File: src/rtl/core/bf7_pkg.sv
package bf7_pkg;

  // Window geometry
  localparam int WINDOW     = 7;
  localparam int HALF       = WINDOW / 2;
  localparam int LINE_DEPTH = WINDOW - 1;
  localparam int AREA       = WINDOW * WINDOW;

  // Image limits
  localparam int MAX_WIDTH  = 1024;
  localparam int MAX_HEIGHT = 4096;

  // Data widths
  localparam int PIX_W   = 8;
  localparam int PIX_MAX = (1 << PIX_W) - 1;
  localparam int COL_W   = $clog2(MAX_WIDTH);
  localparam int ROW_W   = $clog2(MAX_HEIGHT);
  localparam int CSUM_W  = $clog2(WINDOW * PIX_MAX + 1);
  localparam int TOTAL_W = $clog2(AREA * PIX_MAX + 1);
  localparam int LINE_W  = LINE_DEPTH * PIX_W;

  // Configuration registers
  localparam int WREG_W  = 11;
  localparam int HREG_W  = 13;
  localparam int PADDR_W = 3;
  localparam int PDATA_W = 32;
  localparam logic [WREG_W-1:0] WREG_RESET = WREG_W'(640);
  localparam logic [HREG_W-1:0] HREG_RESET = HREG_W'(480);

  typedef enum logic {
    REG_WIDTH  = 1'b0,
    REG_HEIGHT = 1'b1
  } reg_sel_t;

  // floor(t / AREA) as (t * DIV_MUL) >> DIV_SHIFT, exact for t <= AREA * PIX_MAX
  localparam int DIV_SHIFT = 20;
  localparam int DIV_MUL   = ((1 << DIV_SHIFT) + AREA - 1) / AREA;
  localparam int DIV_MUL_W = $clog2(DIV_MUL + 1);
  localparam int PROD_W    = TOTAL_W + DIV_MUL_W;

  // Link from one window cell to the next
  typedef struct packed {
    logic              shift;
    logic [CSUM_W-1:0] sum;
  } cell_link_t;

  // Position info carried along with an item
  typedef struct packed {
    logic             emit;
    logic             last;
    logic [ROW_W-1:0] row;
    logic [COL_W-1:0] col;
  } pos_t;

endpackage

File: src/rtl/core/bf7_cell.sv
module bf7_cell (
  input  logic                      clk,
  input  logic                      rst,
  input  bf7_pkg::cell_link_t       link_in,
  output logic [bf7_pkg::CSUM_W-1:0] value
);

  import bf7_pkg::*;

  // Hold one column sum; take the sum on the incoming link on every shift
  always_ff @(posedge clk) begin
    if (rst) begin
      value <= '0;
    end else if (link_in.shift) begin
      value <= link_in.sum;
    end
  end

endmodule

File: config.mk
export PLATFORM = sky130hd
export DESIGN_NAME = bf7_cell
export DESIGN_NICKNAME = d
export VERILOG_FILES = /design/src/rtl/core/bf7_pkg.sv /design/src/rtl/core/bf7_cell.sv
export SDC_FILE = /design/constraint.sdc
export NUM_CORES = 1
export LEC_CHECK = 0
export ABC_AREA = 1
export CAP_MARGIN = 10
export CORE_AREA = 2 2 39 41
export DETAILED_ROUTE_END_ITERATION = 10
export DIE_AREA = 0 0 41 43
export DONT_BUFFER_PORTS = 1
export PLACE_DENSITY = 0.53
export SLEW_MARGIN = 10
export SYNTH_ARGS = -nofsm -noshare
export SYNTH_HDL_FRONTEND = slang
export SYNTH_SLANG_ARGS = --single-unit
export TNS_END_PERCENT = 1
File: constraint.sdc
create_clock -name clk -period 1.73 [get_ports clk]
set_clock_uncertainty 0.2 [all_clocks]
set_input_delay 0.2595 -clock clk [delete_from_list [all_inputs] [get_ports clk]]
set_output_delay 0.2595 -clock clk [all_outputs]
set_load 0.005 [all_outputs]
==> results.cfg <==
[synth]
synth_top_area_share_pct = 48.09
synthTopCellsByArea = dfxtp_1, nand2_1, nor2_1, inv_1, buf_6
synthDistinctLibCells = 6
synth_nets = 84
synth-edff-count = 0
yosysWarnings = 0
async_flop_share_pct = 0
synthesis.area_um2 = 457.9
synth_area_leader_cell = dfxtp_1
synth_seq_cells = 11
synth_area_per_cell_um2 = 6.542
synth_cells = 70
yosysSeqAreaShare_pct = 48.09
synthFlopType = dfxtp_1
synth_top_cells_by_count = nand2_1, nor2_1, inv_1

[grt]
grt_pass1_wl_um = 1262
grt_max_degree = 23
grt.total_usage_pct = 11.60
overflow = 0
grt_pass1_vias = 318
antenna_found_initial = 0

[cts]
cts.hold.buffers_added = 12
ctsHtreeMaxLevel = 1
clk_pin_slew_worst_paths_ps = 70
cts_resized = 0
cts_root_buf = clkbuf_4
cts_setup_buffers = 0
clk_path_buf_depth = 2
cts_buffers = 3
cts_num_sinks = 11
clk_latency_ps = 270
cts_tree = yes

[timing]
slew_headroom_pct = 51.55
setup_tns_ps = 0
min_period_ps = 1548
fin_crit_sh_pct = 89.49
setup_violations = 0
final_hold_viol_count = 0
grt_setup_unrepaired = no
max_clock_freq_mhz = 645.9
slew_violations = 0
setup_slack_ps = 181.8
tightest_slew_ps = 724.3
timing.hold.ws_ps = 96.74

[final_layout]
nets = 98
final_area_um2 = 596.8
regMostFlops = value
area.growth.synth_to_final_pct = 30.33
diodes = 0
largest_reg_flops = 11
fillers = 158
top_regs = value (11)
drive_gt1_share_pct = 3.614

[worst_setup_path]
worst_ep_required_time_ps = 1700
rrSetupSlack_ps = 940
cpMostUsedCell = nand2_1
end_kind = flip-flop
rr_worst_depth = 2
crit_family = buffers and inverters
startpoint_type = input pin
cp_data_arrival_time_ps = 1510
criticalPathCategory = input pin to flip-flop
worst-path-stages = 4
crit_path_top_delay_cell = dlygate4sd3_1
cp_cell_sequence = dlygate4sd3_1 > nand2_1 > nand2_1 > nor2_1
cp_num_buf_inv = 1
slowest_delay_ps = 1010
crit_path_max_fanout = 22

[run_status]
run_status = finished, final reports clean

[place]
gp_congestion = 0.5097
dp_hpwl_um = 546.8
port_buffers = 0
placed_area_um2 = 450.4
post-place-ws_ps = 776.1

[worst_hold_path]
worstHoldPathCells = 3
holdCritPathClass = input pin to flip-flop

[routing]
vias = 410
drc = 0
via_per_inst = 4.141
antenna_left = 0
drt-total-wl_um = 916
drt_iter0_markers = 5
firstDrtPassIters = 4
wire_per_inst_um = 9.253

[floorplan]
num_rows = 14
core_um2 = 1384
dieArea_um2 = 1763
die_h_um = 43
io_pins = 25
die_w_um = 41
initial_core_util_pct = 33.09

[flow_run]
max_cap_violations = 0

[power]
p_leak_nw = 0.3227
irDropWorstVdd_uv = 643.8
powerDensity_nw_per_um2 = 876.0
## cells in the final DEF, fill, tap and decap left out
cell / n
clkbuf_1: 1
clkbuf_4: 3
dfxtp_1: 11
dlygate4sd3_1: 12
inv_1: 12
nand2_1: 22
nor2_1: 22
## logic make-up (layout without fill, tap and decap cells)
kind of cell | count (synthesis) | in the layout | share of synthesized area, %
buf+inv | 15 | 28 | 15.84
flops | 11 | 11 | 48.09
simple gates | 44 | 44 | 36.07
## area by class of cell
class / count / area [um2] / share of cell area, %
well taps: 16 / 20.02 / 3.354
clock buffers: 4 / 26.28 / 4.403
repair buffers: 12 / 120.1 / 20.13
flip-flops and latches: 11 / 220.2 / 36.90
inverters: 12 / 45.04 / 7.547
multi-input cells: 44 / 165.2 / 27.67
## worst min-delay path: stages
cell and delay [ps]:
inv_1 130, nand2_1 110, nor2_1 30
## stage by stage
step                      instances  power (mW)  util [%]
final                            99      0.5228     43.13
after global routing             99      0.5584     43.13
after CTS                        99      0.5334     43.13
after detailed placement         83      0.3276     32.55
after global placement           83      0.3261     32.55
after floorplan                  70      0.3294         -
## final timing paths
| check | from | end |
|---|---|---|
| max | link_in[11] | value[2]$_SDFFE_PP0P_ |
| min | rst | value[4]$_SDFFE_PP0P_ |
| max reg2reg | value[8]$_SDFFE_PP0P_ | value[8]$_SDFFE_PP0P_ |
| min reg2reg | value[9]$_SDFFE_PP0P_ | value[9]$_SDFFE_PP0P_ |
## report_power, final
| group | internal [mW] | switching [mW] |
|---|---|---|
| clock | 0.0894 | 0.0851 |
| combinational | 0.0333 | 0.0312 |
| sequential | 0.271 | 0.0126 |
| total | 0.394 | 0.129 |
## metal layers
| metal | part of all wire, % | global-route usage (%) |
|---|---|---|
| met3 | 12 | 10.47 |
| met4 | 1.5 | 6.000 |
| met2 | 44 | 15.63 |
| met1 | 43 | 11.76 |
| met5 | 0 | 0 |
No activity file was read; power rests on OpenSTA's default activity.
