===== src/rtl/core/bf7_ram.sv =====
module bf7_ram #(
  parameter int DATA_W  = 8,
  parameter int ENTRIES = 16
) (
  input  logic                       clk,
  input  logic                       we,
  input  logic [$clog2(ENTRIES)-1:0] waddr,
  input  logic [DATA_W-1:0]          wdata,
  input  logic                       re,
  input  logic [$clog2(ENTRIES)-1:0] raddr,
  output logic [DATA_W-1:0]          rdata
);

  logic [DATA_W-1:0] mem [ENTRIES];

  always_ff @(posedge clk) begin
    if (we) begin
      mem[waddr] <= wdata;
    end
    if (re) begin
      rdata <= mem[raddr];
    end
  end

endmodule


===== config.mk =====
export PLATFORM = sky130hd
export DESIGN_NAME = bf7_ram
export DESIGN_NICKNAME = d
export VERILOG_FILES = /design/src/rtl/core/bf7_ram.sv
export SDC_FILE = /design/constraint.sdc
export NUM_CORES = 1
export LEC_CHECK = 0
export BUFFER_PORTS_ARGS = -buffer_cell sky130_fd_sc_hd__buf_2
export CAP_MARGIN = 20
export CORE_MARGIN = 3
export CORE_UTILIZATION = 50
export DETAILED_ROUTE_END_ITERATION = 7
export PLACE_DENSITY = 0.67
export SYNTH_ARGS = -nofsm -noshare
export SYNTH_HDL_FRONTEND = slang
export SYNTH_SLANG_ARGS = --single-unit

===== constraint.sdc =====
create_clock -name clk -period 2.1 [get_ports clk]
set_input_delay 0.21 -clock clk [delete_from_list [all_inputs] [get_ports clk]]
set_output_delay 0.21 -clock clk [all_outputs]
set_load 0.02 [all_outputs]

==> results.toml, run 1 <==
[place]
placed_cell_area_um2 = 5620
gp_congestion = 0.774
port_buffers = 26
dp_hpwl_um = 6170

[cts]
clock_sinks = 136
htree_levels = 4
numCtsBuffers = 17
clk_pin_slew_ns = 0.06
post-cts-setup-buffers = 0
root_buffer = "clkbuf_8"
insertion_delay_ns = 0.53
cts_hold_buffers = 0
tritoncts = "done"
ctsResizeCount = 0
clock_path_buffers = 2

[yosys]
ys_seq_area_share_pct = 78.1
ys.flop_type = "edfxtp_1"
synth_edf_count = 136
netlist_area_um2 = 5230
ys_async_sr_fraction_pct = 0
syn_inst = 229
avgSynthCellArea_um2 = 22.8
syn_nets = 248
synth_seq_cells = 136
ys_types = 18
ys_warn_count = 0

[critical_path]
r2r_slack_ns = 0.60
cp.required_ns = 2.37
path_max_fanout = 1
crit_path_start_kind = "register"
arrival_ns = 1.77
ff2ff_path_depth = 3
r2r_start = "mem[2][5]"
rr_endpoint = "rdata[5]"
path_class = "reg -> reg"
end_kind = "register"

[timing]
setup_viol = 0
hold_ws_ns = 0.0599
finalSetupTns_ns = 0
finClkSkew_ns = 0.00691
fmax_mhz = 669
finalMaxSlewViolations = 0
finalCritPeriodShare_pct = 71.2
rsz0062_at_grt = "no"
slew-limit-headroom_pct = 71.4
period_needed_ns = 1.50
worst_pin_slew_ns = 0.428
finalHoldViolCount = 0

[power]
leakage_uw = 0.00213
power.density_nw_per_um2 = 1040
ir_drop_v = 0.000646

[worst_hold_path]
holdPathStages = 1
worstHoldStart = "wdata[6]"
hold_class = "in -> reg"
min_to = "mem[2][6]"

[finish]
areaGrowthSynthToFinish_pct = 19.4
layout_common_cells = "edfxtp_1 (136), buf_2 (26), buf_4 (19)"
n_fill_cell = 673
n_antenna_cell = 0
final_common_cell = "edfxtp_1"
layout.nets = 304
drive_gt1_share_pct = 31.9
fin_area_um2 = 6240

[floorplanning]
die_w_um = 108
top_level_ports = 27
core_um2 = 9950
start_util_pct = 52.5
std_cell_rows = 36
die_h_um = 108
dieArea_um2 = 11700

[grt]
grt_pass1_vias = 2547
grt_max_degree = 33
globalRouteTotalUtil_pct = 19.0
antenna_found_initial = 0
grt_pass1_wl_um = 15300
overflow = 0

[detailed_routing]
wl_um = 9890
num_vias = 2474
ant_nets = 0
drt_iter0_drc = 201
dr.pass1.iters = 4
drcViolationCount = 0
wl_per_cell_um = 22.9
avgViaCountPerCell = 5.74

[flow_run]
cap_viol_max_count = 0

[status]
outcome = "finished clean"
==> area by class of cell <==
cell class	count	area, um^2	share of cell area, %
Clock buffer	17	414	6.63
Timing Repair Buffer	47	313	5.01
Multi-Input combinational cell	83	1060	16.9
Tap cell	133	166	2.67
Sequential cell	136	4080	65.4
Clock inverter	15	208	3.33
==> cells in the mapped netlist, types with 2 or more instances <==
cell	count	share of area (%)
edfxtp_1	136	78
mux4_2	18	7.8
a22oi_1	16	2.3
mux4_1	14	7.0
nor2_1	13	0.93
nand2_1	9	0.65
nor3_1	4	0.38
buf_2	3	0.29
buf_6	3	0.65
clkdlybuf4s25_2	3	0.57
nand2b_1	2	0.24
nand3b_1	2	0.29
==> routing by layer <==
metal  vias up  track usage (%)  routed length, um
met5         -                0                  0
met4         0             7.57                144
met3        14             5.55                458
met2        64             29.8               4930
met1      1302             25.4               4350
li1       1094                -                  -
==> stage by stage <==
| step | cells | utilization (%) | setup WS, ns | power, uW |
|---|---|---|---|---|
| after floorplan | 229 | - | 0.397 | 3300 |
| after global placement | 399 | 56.5 | 0.294 | 3420 |
| after detailed placement | 399 | 56.5 | 0.288 | 3430 |
| after CTS | 431 | 62.7 | 0.585 | 6520 |
| after global routing | 431 | 62.7 | 0.531 | 6660 |
| final | 431 | 62.7 | 0.605 | 6460 |
==> power breakdown <==
part | internal (uW) | switching (uW) | leakage, uW
registers | 3060 | 16.6 | 0.00124
clock network | 2030 | 1070 | 0.000296
logic | 122 | 169 | 0.000593
==> flip-flops by register name, summed over array words and instances, names as in the netlist <==
register / count
mem: 128
rdata: 8
==> critical path, cell delays in order (launching register included) <==
cell and delay, ns:
edfxtp_1 0.38, mux4_1 0.50, a22oi_1 0.29, nand2_1 0.08
==> kinds of logic after synthesis <==
group           synth area share [%]
flops                           78.1
simple gates                    3.14
mux                             14.8
compound gates                  2.30
buf+inv                         1.65
==> how the worst max path moves through the flow <==
stage          startpoint   endpoint  slack (ns)  depth (start not counted)
2_1_floorplan    waddr[2]  mem[0][0]        0.40                          2
5_1_grt         mem[9][4]   rdata[4]        0.53                          3
6_report        mem[2][5]   rdata[5]        0.60                          3
3_5_place_dp     raddr[0]   rdata[7]        0.29                          5
3_3_place_gp     raddr[0]   rdata[5]        0.29                          5
4_1_cts         mem[2][5]   rdata[5]        0.58                          3
Power figures use the tool's default switching activity.
==> inputs of run 2 (changes only) <==
ABC_AREA = 1   (was default)
PLACE_DENSITY = 0.7   (was 0.67)
clock period = 1.3 ns   (was 2.1 ns; I/O delays follow)
==> run 2 against run 1 <==
- clock skew barely moved
- combinational power increased by 120%
- register-to-register slack worse by 0.44 ns
- largest power group is now sequential cells
- first-iteration DRC count increased by 73%
- via count is 60% higher
- critical endpoint is now rdata[6]
- count of clock-buffer cells in the layout grew 3
- synthesized cell count rose by 140%
- non-clock buffer count grew 6
- critical path type is now reg -> out
- routed wire length up 35%
- largest cell class unchanged
- critical path depth is 2 lower
- sequential share of layout area shrank 5.3 points
==> results.toml, run 2 <==
[place]
port_buffers = 26
gp_congestion = 0.921
dp_worst_setup_slack_ns = -0.0571
dp_hpwl_um = 8250
placed_cell_area_um2 = 6230

[yosys]
netlist_area_um2 = 5850
synthTopCellsByArea = "edfxtp_1 (70%), nand2_1 (11%), nand3_1 (8.3%), inv_1 (6.4%), buf_6 (1.2%)"
post-synth-top-count-cell = "nand2_1"
ys.flop_type = "edfxtp_1"
ys_async_sr_fraction_pct = 0
synth_top_area_cell = "edfxtp_1"
syn_nets = 570
syn_inst = 551
ys_seq_area_share_pct = 69.8
yosys-top-cells-count = "nand2_1 (173), edfxtp_1 (136), inv_1 (100), nand3_1 (97), nor2_1 (17)"
synth_seq_cells = 136
ys_types = 11
synth_edf_count = 136
avgSynthCellArea_um2 = 10.6
ys_warn_count = 0
synth.top_cell.area_share_pct = 69.8

[power]
leakage_uw = 0.00297
power.density_nw_per_um2 = 1510
p_total_uw = 10300
ir_drop_v = 0.000855

[cts]
post-cts-setup-buffers = 0
htree_levels = 4
root_buffer = "clkbuf_16"
insertion_delay_ns = 0.41
clock_sinks = 136
numCtsBuffers = 17
clk_pin_slew_ns = 0.05
tritoncts = "done"
ctsResizeCount = 0
clock_path_buffers = 2
cts_hold_buffers = 0

[grt]
globalRouteTotalUtil_pct = 21.8
grt_pass1_vias = 3910
overflow = 0
grt_max_degree = 33
grt_pass1_wl_um = 20900
antenna_found_initial = 0

[detailed_routing]
wl_per_cell_um = 17.8
routed-wl-met3_um = 1170
drt-met1-wl_um = 5300
routed.top_layer = "met4"
avgViaCountPerCell = 5.25
drt_iter0_drc = 347
num_vias = 3950
wl_um = 13400
wl_met2_um = 6630
dr.pass1.iters = 5
ant_nets = 0
drcViolationCount = 0

[timing]
period_needed_ns = 1.16
setup_viol = 0
setup_slack_ns = 0.145
finalHoldViolCount = 0
fmax_mhz = 866
slew-limit-headroom_pct = 59.8
finalMaxSlewViolations = 0
finalSetupTns_ns = 0
worst_pin_slew_ns = 0.602
finClkSkew_ns = 0.00690
finalCritPeriodShare_pct = 88.9
rsz0062_at_grt = "no"

[critical_path]
path_max_fanout = 1
end_kind = "output pin"
crit_slowest_cell = "edfxtp_1"
cp.required_ns = 1.17
arrival_ns = 1.03
worst-path-buf-inv = 1
worst_path_dominant_cell_family = "flip-flops"
crit_path_start_kind = "register"
cp_cell_sequence = "buf_2"
path_class = "reg -> out"
slowest_delay_ns = 0.43

[floorplanning]
dieArea_um2 = 13000
std_cell_rows = 38
top_level_ports = 27
start_util_pct = 52.6
core_um2 = 11100
die_w_um = 114
die_h_um = 114

[finish]
layout.nets = 618
fin_area_um2 = 6800
areaGrowthSynthToFinish_pct = 16.2
n_fill_cell = 912
n_antenna_cell = 0
final_common_cell = "nand2_1"
reg_top3 = "mem: 128 flops, rdata: 8 flops"
largest_register_ff_count = 128
layout_common_cells = "nand2_1 (173), edfxtp_1 (136), inv_1 (100)"
largest-register = "mem"
drive_gt1_share_pct = 13.4

[flow_run]
cap_viol_max_count = 0

[status]
outcome = "finished clean"

[worst_hold_path]
hold_class = "in -> reg"
[run 2: cell types whose count changed in the layout (fill, tap and decap cells not counted), sizes merged, moves of 3 or more]
cell / before / now
a22oi: 16 / 0
buf: 47 / 53
clkbuf: 17 / 20
clkinvlp: 3 / 0
inv: 0 / 102
mux4: 32 / 0
nand2: 9 / 173
nand3: 1 / 97
nor2: 13 / 17
nor3: 4 / 0
[run 2: logic make-up after synthesis]
logic type / count (synthesis) / synth area share, %
simple gates: 289 / 20.8
flops: 136 / 69.8
buf+inv: 126 / 9.39
[run 2: where the power goes]
group	switching (uW)	internal [uW]	leakage, uW
registers	34.5	4940	0.00124
clock network	1670	2970	0.000286
logic	445	190	0.00145
total	2150	8110	0.00297
[run 2: path summary, 6_finish.rpt]
path	start	to	slack, ns	depth (start not counted)
max	rdata[6]	rdata[6]	0.14	1
min	re	rdata[2]	0.09	1
max reg2reg	mem[1][2]	rdata[2]	0.16	6
min reg2reg	mem[6][7]	rdata[7]	0.75	6
[run 2: through the flow]
stage	hold slack (ns)	utilization, %	cells
detailed placement	0.501	56.0	720
floorplan	0.229	-	551
finish	0.0868	61.1	752
global route	0.0852	61.1	752
global placement	0.498	56.0	720
CTS	0.0741	61.1	752
[run 2: worst register-to-register path, delay by kind of cell (launching register included)]
family | cells | cell delay [ns]
flops | 1 | 0.36
simple gates | 5 | 0.47
buf+inv | 1 | 0.07
[run 2: layout make-up]
cell class / instances / area (um^2) / area share (%)
inverters: 102 / 383 / 5.63
multi-input cells: 289 / 1210 / 17.9
clock inverters: 12 / 133 / 1.95
well taps: 140 / 175 / 2.58
clock buffers: 20 / 437 / 6.43
flip-flops and latches: 136 / 4080 / 60.1
repair buffers: 53 / 370 / 5.45
[run 2: metal layers]
metal | track usage (%) | vias to the layer above
met5 | 0 | -
met4 | 8.16 | 0
met3 | 5.29 | 23
met2 | 35.6 | 179
met1 | 28.5 | 1870
li1 | - | 1878
